**src/design/dtes_pkg.sv**
```systemverilog
package dtes_pkg;

    typedef struct packed {
        logic [7:0] character;
        logic       last;
    } t_in_item;

    typedef struct packed {
        logic signed [40:0] seconds;
        logic               status;
    } t_out_item;

    // one parsed date text, handed from the character front to the arithmetic back
    typedef struct packed {
        logic [13:0] year;
        logic [3:0]  month;
        logic [6:0]  day;
        logic [6:0]  hour;
        logic [6:0]  minute;
        logic [6:0]  second;
        logic        bad;
    } t_job;

    localparam logic [31:0] EPOCH_OFFSET_RST  = 32'd6393600;
    localparam logic        STATUS_OK         = 1'b0;
    localparam logic        STATUS_BAD_LENGTH = 1'b1;

    localparam logic [3:0] MON_NONE = 4'd0;
    localparam logic [3:0] MON_JAN  = 4'd1;
    localparam logic [3:0] MON_FEB  = 4'd2;
    localparam logic [3:0] MON_MAR  = 4'd3;
    localparam logic [3:0] MON_APR  = 4'd4;
    localparam logic [3:0] MON_MAY  = 4'd5;
    localparam logic [3:0] MON_JUN  = 4'd6;
    localparam logic [3:0] MON_JUL  = 4'd7;
    localparam logic [3:0] MON_AUG  = 4'd8;
    localparam logic [3:0] MON_SEP  = 4'd9;
    localparam logic [3:0] MON_OCT  = 4'd10;
    localparam logic [3:0] MON_NOV  = 4'd11;
    localparam logic [3:0] MON_DEC  = 4'd12;

    function automatic logic [3:0] month_lookup(input logic [7:0] c0, input logic [7:0] c1,
                                                input logic [7:0] c2);
        logic [3:0] m;
        case ({c0, c1, c2})
            "Jan":   m = MON_JAN;
            "Feb":   m = MON_FEB;
            "Mar":   m = MON_MAR;
            "Apr":   m = MON_APR;
            "May":   m = MON_MAY;
            "Jun":   m = MON_JUN;
            "Jul":   m = MON_JUL;
            "Aug":   m = MON_AUG;
            "Sep":   m = MON_SEP;
            "Oct":   m = MON_OCT;
            "Nov":   m = MON_NOV;
            "Dec":   m = MON_DEC;
            default: m = MON_NONE;
        endcase
        return m;
    endfunction

    function automatic logic [8:0] days_before(input logic [3:0] m);
        logic [8:0] d;
        case (m)
            MON_FEB: d = 9'd31;
            MON_MAR: d = 9'd59;
            MON_APR: d = 9'd90;
            MON_MAY: d = 9'd120;
            MON_JUN: d = 9'd151;
            MON_JUL: d = 9'd181;
            MON_AUG: d = 9'd212;
            MON_SEP: d = 9'd243;
            MON_OCT: d = 9'd273;
            MON_NOV: d = 9'd304;
            MON_DEC: d = 9'd334;
            default: d = 9'd0;
        endcase
        return d;
    endfunction

endpackage

```
**src/design/dtes_front.sv**
```systemverilog
module dtes_front (
    input  logic            i_clk,
    input  logic            i_rst_n,
    input  logic            i_accept,
    input  dtes_pkg::t_in_item i_item,
    output logic            o_push,
    output dtes_pkg::t_job  o_job
);
    import dtes_pkg::*;

    localparam logic [4:0] POS_MON0 = 5'd0;
    localparam logic [4:0] POS_MON1 = 5'd1;
    localparam logic [4:0] POS_MON2 = 5'd2;
    localparam logic [4:0] POS_DAY0 = 5'd4;
    localparam logic [4:0] POS_DAY1 = 5'd5;
    localparam logic [4:0] POS_HR0  = 5'd7;
    localparam logic [4:0] POS_HR1  = 5'd8;
    localparam logic [4:0] POS_MIN0 = 5'd10;
    localparam logic [4:0] POS_MIN1 = 5'd11;
    localparam logic [4:0] POS_SEC0 = 5'd13;
    localparam logic [4:0] POS_SEC1 = 5'd14;
    localparam logic [4:0] POS_YR0  = 5'd16;
    localparam logic [4:0] POS_YR1  = 5'd17;
    localparam logic [4:0] POS_YR2  = 5'd18;
    localparam logic [4:0] POS_YR3  = 5'd19;
    localparam logic [4:0] POS_MAX  = 5'd31;

    function automatic logic [6:0] add_digit7(input logic [6:0] acc, input logic [7:0] ch);
        return 7'(acc * 7'd10) + ch[6:0] - 7'd48;
    endfunction

    function automatic logic [13:0] add_digit14(input logic [13:0] acc, input logic [7:0] ch);
        return 14'(acc * 14'd10) + {6'b0, ch} - 14'd48;
    endfunction

    logic [4:0]  r_pos,   n_pos;
    logic [15:0] r_mname, n_mname;
    logic [3:0]  r_month, n_month;
    logic [6:0]  r_day,   n_day;
    logic [6:0]  r_hour,  n_hour;
    logic [6:0]  r_min,   n_min;
    logic [6:0]  r_sec,   n_sec;
    logic [13:0] r_year,  n_year;
    logic        w_end;

    always_comb begin
        n_pos   = r_pos;
        n_mname = r_mname;
        n_month = r_month;
        n_day   = r_day;
        n_hour  = r_hour;
        n_min   = r_min;
        n_sec   = r_sec;
        n_year  = r_year;
        if (i_accept) begin
            case (r_pos)
                POS_MON0: n_mname = {i_item.character, 8'h00};
                POS_MON1: n_mname = {r_mname[15:8], i_item.character};
                POS_MON2: n_month = month_lookup(r_mname[15:8], r_mname[7:0],
                                                 i_item.character);
                POS_DAY0, POS_DAY1: n_day  = add_digit7(r_day, i_item.character);
                POS_HR0,  POS_HR1:  n_hour = add_digit7(r_hour, i_item.character);
                POS_MIN0, POS_MIN1: n_min  = add_digit7(r_min, i_item.character);
                POS_SEC0, POS_SEC1: n_sec  = add_digit7(r_sec, i_item.character);
                POS_YR0, POS_YR1, POS_YR2, POS_YR3:
                    n_year = add_digit14(r_year, i_item.character);
                default: ;
            endcase
            if (r_pos != POS_MAX) begin
                n_pos = r_pos + 5'd1;
            end
        end
    end

    assign w_end  = i_accept && i_item.last;
    assign o_push = w_end;

    always_comb begin
        o_job.year   = n_year;
        o_job.month  = n_month;
        o_job.day    = n_day;
        o_job.hour   = n_hour;
        o_job.minute = n_min;
        o_job.second = n_sec;
        // only a text that ends on its twentieth character is well formed
        o_job.bad    = (r_pos != POS_YR3);
    end

    always_ff @(posedge i_clk) begin
        if (!i_rst_n || w_end) begin
            r_pos   <= '0;
            r_mname <= '0;
            r_month <= '0;
            r_day   <= '0;
            r_hour  <= '0;
            r_min   <= '0;
            r_sec   <= '0;
            r_year  <= '0;
        end else begin
            r_pos   <= n_pos;
            r_mname <= n_mname;
            r_month <= n_month;
            r_day   <= n_day;
            r_hour  <= n_hour;
            r_min   <= n_min;
            r_sec   <= n_sec;
            r_year  <= n_year;
        end
    end

    a_restart_after_end: assert property (@(posedge i_clk) disable iff (!i_rst_n)
        w_end |=> (r_pos == POS_MON0) && (r_year == '0) && (r_month == MON_NONE))
        else $error("text state not cleared after final beat");

endmodule

```
**src/design/dtes_queue.sv**
```systemverilog
module dtes_queue (
    input  logic           i_clk,
    input  logic           i_rst_n,
    input  logic           i_push,
    input  dtes_pkg::t_job i_job,
    output logic           o_full,
    output logic           o_valid,
    input  logic           i_pop,
    output dtes_pkg::t_job o_job
);
    import dtes_pkg::*;

    t_job       r_mem [0:1];
    logic       r_wptr, n_wptr;
    logic       r_rptr, n_rptr;
    logic [1:0] r_count, n_count;

    assign o_full  = (r_count == 2'd2);
    assign o_valid = (r_count != 2'd0);
    assign o_job   = r_mem[r_rptr];

    always_comb begin
        n_wptr  = r_wptr;
        n_rptr  = r_rptr;
        n_count = r_count;
        if (i_push) begin
            n_wptr = ~r_wptr;
        end
        if (i_pop) begin
            n_rptr = ~r_rptr;
        end
        case ({i_push, i_pop})
            2'b10:   n_count = r_count + 2'd1;
            2'b01:   n_count = r_count - 2'd1;
            default: n_count = r_count;
        endcase
    end

    always_ff @(posedge i_clk) begin
        if (!i_rst_n) begin
            r_wptr  <= 1'b0;
            r_rptr  <= 1'b0;
            r_count <= 2'd0;
        end else begin
            r_wptr  <= n_wptr;
            r_rptr  <= n_rptr;
            r_count <= n_count;
        end
    end

    always_ff @(posedge i_clk) begin
        if (i_push) begin
            r_mem[r_wptr] <= i_job;
        end
    end

    a_no_overflow: assert property (@(posedge i_clk) disable iff (!i_rst_n)
        i_push |-> (r_count != 2'd2) || i_pop)
        else $error("job queue overflow");

endmodule

```
**src/design/dtes_back.sv**
```systemverilog
module dtes_back (
    input  logic                 i_clk,
    input  logic                 i_rst_n,
    input  logic [31:0]          i_offset,
    input  logic                 i_job_valid,
    input  dtes_pkg::t_job       i_job,
    output logic                 o_job_pop,
    input  logic                 i_pop,
    output logic                 o_empty,
    output dtes_pkg::t_out_item  o_result
);
    import dtes_pkg::*;

    localparam logic [2:0] S_IDLE = 3'd0;
    localparam logic [2:0] S_DIV  = 3'd1;
    localparam logic [2:0] S_CAL  = 3'd2;
    localparam logic [2:0] S_DAYS = 3'd3;
    localparam logic [2:0] S_MUL  = 3'd4;
    localparam logic [2:0] S_SUM  = 3'd5;

    // x/25 == (x*1311) >> 15 for every x below 4096
    localparam logic [10:0]       RECIP25     = 11'd1311;
    localparam logic [13:0]       YEAR_LEAP0  = 14'd2000;
    localparam logic signed [15:0] BASE_YEAR  = 16'sd1999;
    localparam logic signed [13:0] BASE_LEAPS = 14'sd484;

    logic [2:0]  r_state, n_state;
    t_job        r_job, n_job;
    logic [22:0] r_p100, n_p100;
    logic [20:0] r_p400, n_p400;
    logic [22:0] r_py,   n_py;
    logic signed [13:0] r_lp, n_lp;
    logic [8:0]  r_mdays, n_mdays;
    logic signed [24:0] r_ybase, n_ybase;
    logic signed [24:0] r_days, n_days;
    logic [18:0] r_tod, n_tod;
    logic signed [41:0] r_prod, n_prod;
    logic        r_out_valid, n_out_valid;
    t_out_item   r_out, n_out;

    logic [13:0] w_n;
    logic [7:0]  w_d100;
    logic [5:0]  w_d400;
    logic [7:0]  w_yq25;
    logic [11:0] w_r25;
    logic        w_leap;
    logic signed [13:0] w_lp;
    logic signed [15:0] w_ydiff;
    logic signed [24:0] w_ydiff_ext;
    logic signed [24:0] w_lp_ext;
    logic signed [41:0] w_days_ext;
    logic signed [41:0] w_sum;
    logic        w_out_free;

    assign w_n    = r_job.year - 14'd1;
    assign w_d100 = r_p100[22:15];
    assign w_d400 = r_p400[20:15];
    assign w_yq25 = r_py[22:15];
    assign w_r25  = r_job.year[13:2] - 12'({4'b0, w_yq25} * 12'd25);
    // divisible by 4, and not by 100 unless by 400
    assign w_leap = (r_job.year[1:0] == 2'b00) && ((w_r25 != '0) || (r_job.year[3:0] == 4'h0));
    assign w_lp   = $signed({2'b00, w_n[13:2]}) - $signed({6'b0, w_d100})
                  + $signed({8'b0, w_d400}) - BASE_LEAPS;
    assign w_ydiff     = $signed({2'b00, r_job.year}) - BASE_YEAR;
    assign w_ydiff_ext = w_ydiff;
    assign w_lp_ext    = r_lp;
    assign w_days_ext  = r_days;
    assign w_sum       = r_prod + $signed({23'b0, r_tod}) - $signed({10'b0, i_offset});
    assign w_out_free  = !r_out_valid || i_pop;

    assign o_job_pop = (r_state == S_IDLE) && i_job_valid;
    assign o_empty   = !r_out_valid;
    assign o_result  = r_out;

    always_comb begin
        n_state     = r_state;
        n_job       = r_job;
        n_p100      = r_p100;
        n_p400      = r_p400;
        n_py        = r_py;
        n_lp        = r_lp;
        n_mdays     = r_mdays;
        n_ybase     = r_ybase;
        n_days      = r_days;
        n_tod       = r_tod;
        n_prod      = r_prod;
        n_out       = r_out;
        n_out_valid = r_out_valid && !i_pop;
        case (r_state)
            S_IDLE: begin
                if (i_job_valid) begin
                    n_job   = i_job;
                    n_state = S_DIV;
                end
            end
            S_DIV: begin
                n_p100  = 23'(w_n[13:2]) * 23'(RECIP25);
                n_p400  = 21'(w_n[13:4]) * 21'(RECIP25);
                n_py    = 23'(r_job.year[13:2]) * 23'(RECIP25);
                n_state = S_CAL;
            end
            S_CAL: begin
                n_lp    = (r_job.year > YEAR_LEAP0) ? w_lp : 14'sd0;
                n_mdays = days_before(r_job.month)
                        + {8'b0, (r_job.month >= MON_MAR) && (r_job.month <= MON_DEC) && w_leap};
                n_ybase = w_ydiff_ext * 25'sd365;
                n_state = S_DAYS;
            end
            S_DAYS: begin
                n_days  = r_ybase + w_lp_ext + $signed({16'b0, r_mdays})
                        + $signed({18'b0, r_job.day}) - 25'sd1;
                n_tod   = 19'(r_job.second) + 19'(r_job.minute) * 19'd60
                        + 19'(r_job.hour) * 19'd3600;
                n_state = S_MUL;
            end
            S_MUL: begin
                n_prod  = w_days_ext * 42'sd86400;
                n_state = S_SUM;
            end
            S_SUM: begin
                if (w_out_free) begin
                    if (r_job.bad) begin
                        n_out.seconds = '0;
                        n_out.status  = STATUS_BAD_LENGTH;
                    end else begin
                        n_out.seconds = w_sum[40:0];
                        n_out.status  = STATUS_OK;
                    end
                    n_out_valid = 1'b1;
                    n_state     = S_IDLE;
                end
            end
            default: n_state = S_IDLE;
        endcase
    end

    always_ff @(posedge i_clk) begin
        if (!i_rst_n) begin
            r_state     <= S_IDLE;
            r_out_valid <= 1'b0;
        end else begin
            r_state     <= n_state;
            r_out_valid <= n_out_valid;
        end
    end

    always_ff @(posedge i_clk) begin
        r_job   <= n_job;
        r_p100  <= n_p100;
        r_p400  <= n_p400;
        r_py    <= n_py;
        r_lp    <= n_lp;
        r_mdays <= n_mdays;
        r_ybase <= n_ybase;
        r_days  <= n_days;
        r_tod   <= n_tod;
        r_prod  <= n_prod;
        r_out   <= n_out;
    end

    a_bad_is_zero: assert property (@(posedge i_clk) disable iff (!i_rst_n)
        r_out_valid && (r_out.status == STATUS_BAD_LENGTH) |-> (r_out.seconds == '0))
        else $error("bad length result carries nonzero seconds");

    a_sum_holds: assert property (@(posedge i_clk) disable iff (!i_rst_n)
        (r_state == S_SUM) && !w_out_free |=> (r_state == S_SUM))
        else $error("final sum left while result register occupied");

    a_take_starts: assert property (@(posedge i_clk) disable iff (!i_rst_n)
        o_job_pop |=> (r_state == S_DIV))
        else $error("job taken without starting the sequence");

endmodule

```
**src/design/date_text_to_epoch_seconds_core.sv**
```systemverilog
// channel   direction  handshake            payload
// text      in         push / full          i_item     (character, last)
// result    out        empty / pop          o_result   (seconds, status)
// config    in         psel/penable/pwrite  paddr, pwdata, prdata (epoch_offset at 0)
//
// characters are taken one per cycle while full is low; a text's fields are parsed
// as they arrive; the final beat hands the parsed text to a two-entry queue; the
// arithmetic sequencer then takes one text at a time through load, reciprocal
// multiplies, leap and month days, day sum, scale by 86400, final add and offset
// reset is synchronous, with i_rst_n low; no clearing pass
// full rises only while the queue holds two texts; a held result stalls the sequencer
module date_text_to_epoch_seconds_core (
    input  logic                i_clk,
    input  logic                i_rst_n,
    input  logic                push,
    output logic                full,
    input  dtes_pkg::t_in_item  i_item,
    output logic                empty,
    input  logic                pop,
    output dtes_pkg::t_out_item o_result,
    input  logic                psel,
    input  logic                penable,
    input  logic                pwrite,
    input  logic [2:0]          paddr,
    input  logic [31:0]         pwdata,
    output logic [31:0]         prdata,
    output logic                pready
);
    import dtes_pkg::*;

    logic        r_offset;
    logic [31:0] r_epoch_offset;
    logic        w_accept;
    logic        w_push;
    t_job        w_front_job;
    logic        w_job_valid;
    logic        w_job_pop;
    t_job        w_job;
    logic        w_cfg_wr;

    assign pready   = 1'b1;
    assign w_cfg_wr = psel && penable && pwrite && !paddr[2];
    assign prdata   = paddr[2] ? 32'd0 : r_epoch_offset;
    assign w_accept = push && !full;

    always_ff @(posedge i_clk) begin
        if (!i_rst_n) begin
            r_epoch_offset <= EPOCH_OFFSET_RST;
            r_offset       <= 1'b0;
        end else begin
            if (w_cfg_wr) begin
                r_epoch_offset <= pwdata;
            end
            // marks that the offset has been written since reset
            r_offset <= r_offset || w_cfg_wr;
        end
    end

    dtes_front u_front (
        .i_clk    (i_clk),
        .i_rst_n  (i_rst_n),
        .i_accept (w_accept),
        .i_item   (i_item),
        .o_push   (w_push),
        .o_job    (w_front_job)
    );

    dtes_queue u_queue (
        .i_clk   (i_clk),
        .i_rst_n (i_rst_n),
        .i_push  (w_push),
        .i_job   (w_front_job),
        .o_full  (full),
        .o_valid (w_job_valid),
        .i_pop   (w_job_pop),
        .o_job   (w_job)
    );

    dtes_back u_back (
        .i_clk       (i_clk),
        .i_rst_n     (i_rst_n),
        .i_offset    (r_epoch_offset),
        .i_job_valid (w_job_valid),
        .i_job       (w_job),
        .o_job_pop   (w_job_pop),
        .i_pop       (pop),
        .o_empty     (empty),
        .o_result    (o_result)
    );

    a_offset_reset: assert property (@(posedge i_clk) disable iff (!i_rst_n)
        !r_offset |-> (r_epoch_offset == EPOCH_OFFSET_RST))
        else $error("epoch offset changed without a write");

endmodule

```
**config.mk**
```make
export PLATFORM = sky130hd
export DESIGN_NAME = date_text_to_epoch_seconds_core
export DESIGN_NICKNAME = d
export VERILOG_FILES = /design/src/design/dtes_pkg.sv /design/src/design/dtes_front.sv /design/src/design/dtes_queue.sv /design/src/design/dtes_back.sv /design/src/design/date_text_to_epoch_seconds_core.sv
export SDC_FILE = /design/constraint.sdc
export NUM_CORES = 2
export LEC_CHECK = 0
export BUFFER_PORTS_ARGS = -buffer_cell sky130_fd_sc_hd__buf_2
export CORE_MARGIN = 2
export CORE_UTILIZATION = 60
export DETAILED_ROUTE_END_ITERATION = 7
export PLACE_DENSITY = 0.77
export SLEW_MARGIN = 20
export SYNTH_ARGS = -nofsm -noshare
export SYNTH_HDL_FRONTEND = slang
export SYNTH_SLANG_ARGS = --single-unit
```
**constraint.sdc**
```tcl
create_clock -name i_clk -period 17.32 [get_ports i_clk]
set_input_delay 1.732 -clock i_clk [delete_from_list [all_inputs] [get_ports i_clk]]
set_output_delay 1.732 -clock i_clk [all_outputs]
set_load 0.01 [all_outputs]
```
# Word-level counts from Yosys, hierarchy flattened
# Memory sizes are Yosys's and may differ from the RTL's. A register that Yosys moved wholly into a read port is not among the register bits.
# Index checks and enable logic that the tools add are counted.
[totals]
reg_bits = 342
ramBits = 94
romBits = 144
out_inout_bits = 77
wordCells = 175
mem_count = 2
[mem_list]
columns = ["name", "words", "word_bits", "read_ports", "rd_clocked_by_memory_dff", "wr", "line_no", "source"]
rows = [
  ["(no name shown)", 16, 9, 1, 0, 0, "dtes_pkg.sv:65", "case (m)"],
  ["u_queue.r_mem", 2, 47, 1, 1, 1, "dtes_queue.sv:13", "t_job r_mem [0:1];"],
]
[op_classes]
n_addsub = 28
multipliers = 13
order_cmp = 3
eq_ne = 38
muxes = 25
n_bitwise = 3
reduce_logical = 37
[op_table]
columns = ["op", "n"]
rows = [
  ["$eq A24 B23 Y1 const B", 12],
  ["$mux W7", 8],
  ["$pmux W4 S12", 1],
  ["$mul A12 B11 Y23 const B", 2],
  ["$add A41 B20 Y41", 1],
  ["$sub A41 B33 Y41", 1],
  ["$mul A25 B11 Y34 const B", 1],
  ["$mux W32", 1],
  ["$pmux W16 S2", 1],
  ["$add A7 B7 Y7", 4],
  ["$mul A7 B3 Y6 const B", 4],
  ["$mux W14", 2],
  ["$sub A7 B6 Y7 const B", 4],
  ["$add A25 B10 Y25", 1],
  ["$add A25 B14 Y25", 1],
  ["$add A25 B8 Y25", 1],
  ["$eq A5 B4 Y1 const B", 5],
  ["$mul A15 B10 Y25 const B", 1],
  ["$sub A25 B2 Y25 const B", 1],
  ["$mul A10 B11 Y21 const B", 1],
  ["$eq A5 B5 Y1 const B", 4],
  ["$add A19 B19 Y19", 1],
  ["$pmux W3 S6", 1],
  ["$eq A5 B3 Y1 const B", 3],
  ["48 further kinds", 85],
]

# Logic depth before layout (Yosys ltp)
[logic_depth]
word_depth = 7
ltp_mapped = 27
mapped_depth_nobuf = 27

# Cells and area by module
# Synthesis repeated with hierarchy kept, for this count alone.
[hier_totals]
hier_cells = 4126
area_unflattened_um2 = 42868.6
[modules_own_cells]
columns = ["mod", "n_inst", "cells_each", "area_each_um2"]
rows = [
  ["dtes_back", 1, 3137, 32059.5],
  ["dtes_front", 1, 643, 5621.6],
  ["dtes_queue", 1, 168, 3603.5],
  ["date_text_to_epoch_seconds_core", 1, 178, 1584.0],
]

# Least setup slack after synthesis
# OpenSTA, ideal clock, no wires.
[synth_timing]
path_type = "register to register"
from = "register u_back.r_job[37] in the netlist's numbering"
to = "register u_back.r_ybase[24], data pin"
setup_ns = 0.267
arrival_ns = 7.439
required_ns = 17.053
slack_ns = 9.614
path_stages_with_launch = 27
path_cell_list = "edfxtp_1 > inv_1 > ha_1 > nand3_1 > nand2_1 > and2_1 > a31oi_1 > o21ai_0 > inv_1 > ha_1 > inv_1 > fa_1 > inv_1 > fa_1 > fa_1 > inv_1 > fa_1 > inv_1 > ha_1 > and3_1 > nor3b_1 > and3_1 > a221oi_1 > o21ai_0 > o21a_1 > o21ai_0 > xnor2_1"
[synth_via]
elab_chain_len = 2
[synth_rtl]
columns = ["element", "line_no", "source"]
rows = [
  ["start: declaration", "dtes_back.sv:28", "t_job r_job, n_job;"],
  ["start signal: assignment", "dtes_back.sv:148", "r_job <= n_job;"],
  ["$sub A14 B11 Y15", "dtes_back.sv:64", "assign w_ydiff = $signed({2'b00, r_job.year}) - BASE_YEAR;"],
  ["$mul A15 B10 Y25", "dtes_back.sv:106", "n_ybase = w_ydiff_ext * 25'sd365;"],
  ["end signal: assignment", "dtes_back.sv:154", "r_ybase <= n_ybase;"],
  ["end: declaration", "dtes_back.sv:34", "logic signed [24:0] r_ybase, n_ybase;"],
]
# No other way between the ends.
# A chain may end at the register's enable or synchronous reset.

# Worst setup path after layout
# Same ends and word-level chain as after synthesis.

==> out/metrics.cfg <==
[sta]
min_period_ns = 7.51
fin_setup_tns_ns = 0
hold_viol_final = 0
slew_violations = 0
rsz0062_at_grt = false
fmax_mhz = 133
fin_skew_ns = 0.0324
worstMarginPinSlew_ns = 0.917
relSlewSlack_pct = 38.6
setup_viol = 0
period_share_pct = 43.4

[floorplanning]
boundaryPins = 128
start_util_pct = 60.5
num_rows = 97
die_x_um = 269
fp.dieH_um = 269
core_region_area_um2 = 69800
die-area_um2 = 72500

[final_layout]
area_delta_synth_final_pct = 8.10
fill_cells = 5371
nets = 5364
layout-drive-gt1-share_pct = 8.38

[clocking]
ctsHtreeMaxLevel = 2
cts_resized = 0
root_buffer = clkbuf_16
worstSkewPairLatency_ns = 0.62
max-clock-path-buffers = 3
holdBufCountCts = 0
numCtsBuffers = 48
cts_num_sinks = 438
cts_setup_buffers = 0
cts_tree = done
clkTransAtPathRegs_ns = 0.06

[setup_path]
criticalPathCategory = reg -> reg
critPathArrivalTime_ns = 7.85
crit_path_start_kind = flop
cp.required_ns = 17.65
r2r_slack_ns = 9.81
end_kind = flop
critPathMaxFanout = 11

[global_route]
grt_first_pass_wirelength_um = 133000
grt_pass1_vias = 28400
antenna_found_initial = 3
grt_start_max_net_pins = 58
grt-ovfl-total = 0
track_usage_pct = 21.7

[synth]
yosysWarnings = 0
ys_ff_latch = 438
avgSynthCellArea_um2 = 10.3
ys_seq_area_share_pct = 28.6
synth_area_leaders = edfxtp_1 24%, ha_1 23%, fa_1 14%, inv_1 7.0%, dfxtp_1 5.1%
synth_edf_count = 331
synth_fp_nets = 5228
netlist.area_leader.share_pct = 23.5
ys.flop_type = edfxtp_1
synth_largest_area_cell = edfxtp_1
synth_cells = 4096
syn_area_um2 = 42200
netlist-cell-type-count = 89
async_flop_share_pct = 0

[routing]
drtIter0Drc = 1266
dr.pass1.iters = 5
vias = 28000
wl_per_cell_um = 14.8
ant_nets = 0
viasPerCell = 5.37
wirelength_um = 77300
drcViolationCount = 0

[placed_design]
dp_hpwl_um = 61500
gp_congestion = 0.901
port_buffers = 124

[hold_path]
hold_class = reg -> reg

[outcome]
status = finished, final reports clean

[job]
max_cap_viol_count = 0

## critical path, stage by stage (launching register included)
cell and delay, ns:
edfxtp_1 0.63, inv_1 0.44, ha_1 0.22, inv_1 0.04
o21ai_0 0.26, a21oi_1 0.18, nor2b_1 0.25, a31oi_1 0.14
xnor2_1 0.60, ha_1 0.39, inv_1 0.10, fa_1 0.38
inv_1 0.07, fa_1 0.44, fa_1 0.54, inv_1 0.05
fa_1 0.49, inv_1 0.04, ha_1 0.34, a21o_1 0.17
a21oi_1 0.22, o21ai_0 0.15, a221oi_1 0.40, o21ai_0 0.19
o21a_1 0.21, o21ai_0 0.19, xnor2_1 0.08
## sequential cells by signal, indices dropped and copies added (netlist names), 6 cells and up
name,flops
u_queue.r_mem,94
u_back.r_job,47
u_back.o_result,42
u_back.r_prod,34
r_epoch_offset,32
u_back.r_days,25
u_back.r_ybase,25
u_back.r_tod,19
u_front.r_mname,16
u_back.r_lp,14
u_front.r_year,14
u_back.r_mdays,9
u_back.r_p100,8
u_back.r_py,8
u_front.r_day,7
u_front.r_hour,7
u_front.r_min,7
u_front.r_sec,7
u_back.r_p400,6
## area by class of cell
class	instances	area (um2)	share of cell area [%]
multi-input cells	2805	27000	59.1
flip-flops and latches	438	12100	26.5
inverters	792	2970	6.52
clock buffers	59	1290	2.84
well taps	940	1180	2.58
repair buffers	147	813	1.78
clock inverters	31	313	0.686
diodes	1	2.50	0.00548
## cell usage after synthesis (all sizes together) (17+ instances only)
master  number
inv        791
nor2       203
nor3        62
edfxtp     331
a21oi      163
and2        17
xor2        67
a21boi      30
nand4       32
nand2      190
or3         18
o211ai      25
o21ai       99
ha         792
a21o        75
o21bai      21
and3        26
a211oi      26
mux2        75
o21a        28
dfxtp      107
nand3       54
fa         289
xnor2      216
clkbuf      51
nor2b       85
nand2b      25
## metal layers
| layer | up-vias | track usage, % | wire, um |
|---|---|---|---|
| li1 | 14100 | - | - |
| met1 | 13300 | 27.9 | 34500 |
| met2 | 460 | 38.8 | 38100 |
| met3 | 131 | 2.48 | 2800 |
| met4 | 4 | 5.92 | 1910 |
| met5 | - | 0 | 27 |
## final timing paths
kind / startpoint / endpoint / depth (start not counted)
worst max-delay path: u_back.r_job[37] / u_back.r_ybase[24] / 26
worst min-delay path: r_epoch_offset[29] / r_epoch_offset[29] / 2
worst max register to register: u_back.r_job[37] / u_back.r_ybase[24] / 26
worst min register to register: r_epoch_offset[29] / r_epoch_offset[29] / 2
## layout by cell type (no fill, tap or decap), types with 18 or more instances in the layout
| cell | n |
|---|---|
| or3_1 | 18 |
| nand2b_1 | 25 |
| fa_1 | 289 |
| xnor2_1 | 210 |
| buf_4 | 22 |
| a211oi_1 | 23 |
| buf_2 | 124 |
| nor3_1 | 60 |
| dfxtp_1 | 106 |
| a21oi_1 | 158 |
| o21a_1 | 27 |
| nand2_1 | 189 |
| edfxtp_1 | 331 |
| xor2_1 | 67 |
| clkbuf_16 | 49 |
| nor2_1 | 198 |
| inv_1 | 790 |
| nand4_1 | 31 |
| mux2_2 | 74 |
| nor2b_1 | 84 |
| ha_1 | 792 |
| o21bai_1 | 21 |
| nand3_1 | 54 |
| and3_1 | 26 |
| a21boi_0 | 29 |
| o211ai_1 | 25 |
| o21ai_0 | 91 |
| a21o_1 | 75 |
## logic make-up after synthesis
kind of cell,count (synthesis),synth area share (%)
compound gates,584,9.28
xor+xnor,283,6.01
fa+ha+maj,1082,37.2
buf+inv,853,7.61
flops,438,28.6
mux,91,2.39
other cells,1,0.00888
simple gates,764,8.86
## metrics by stage
step / area (um2) / hold slack (ns) / cells / setup slack (ns) / util, %
after global placement: 44000 / 0.451 / 5121 / 9.86 / 63.0
after floorplan: 42200 / 0.400 / 4096 / 9.61 / -
after detailed placement: 44000 / 0.453 / 5121 / 9.80 / 63.0
after CTS: 45600 / 0.466 / 5211 / 9.77 / 65.3
final: 45600 / 0.462 / 5213 / 9.81 / 65.4
after global routing: 45600 / 0.483 / 5212 / 9.20 / 65.4
Power is not shown: default switching activity piles up to over one toggle a cycle in this logic, so the estimate is an artifact.
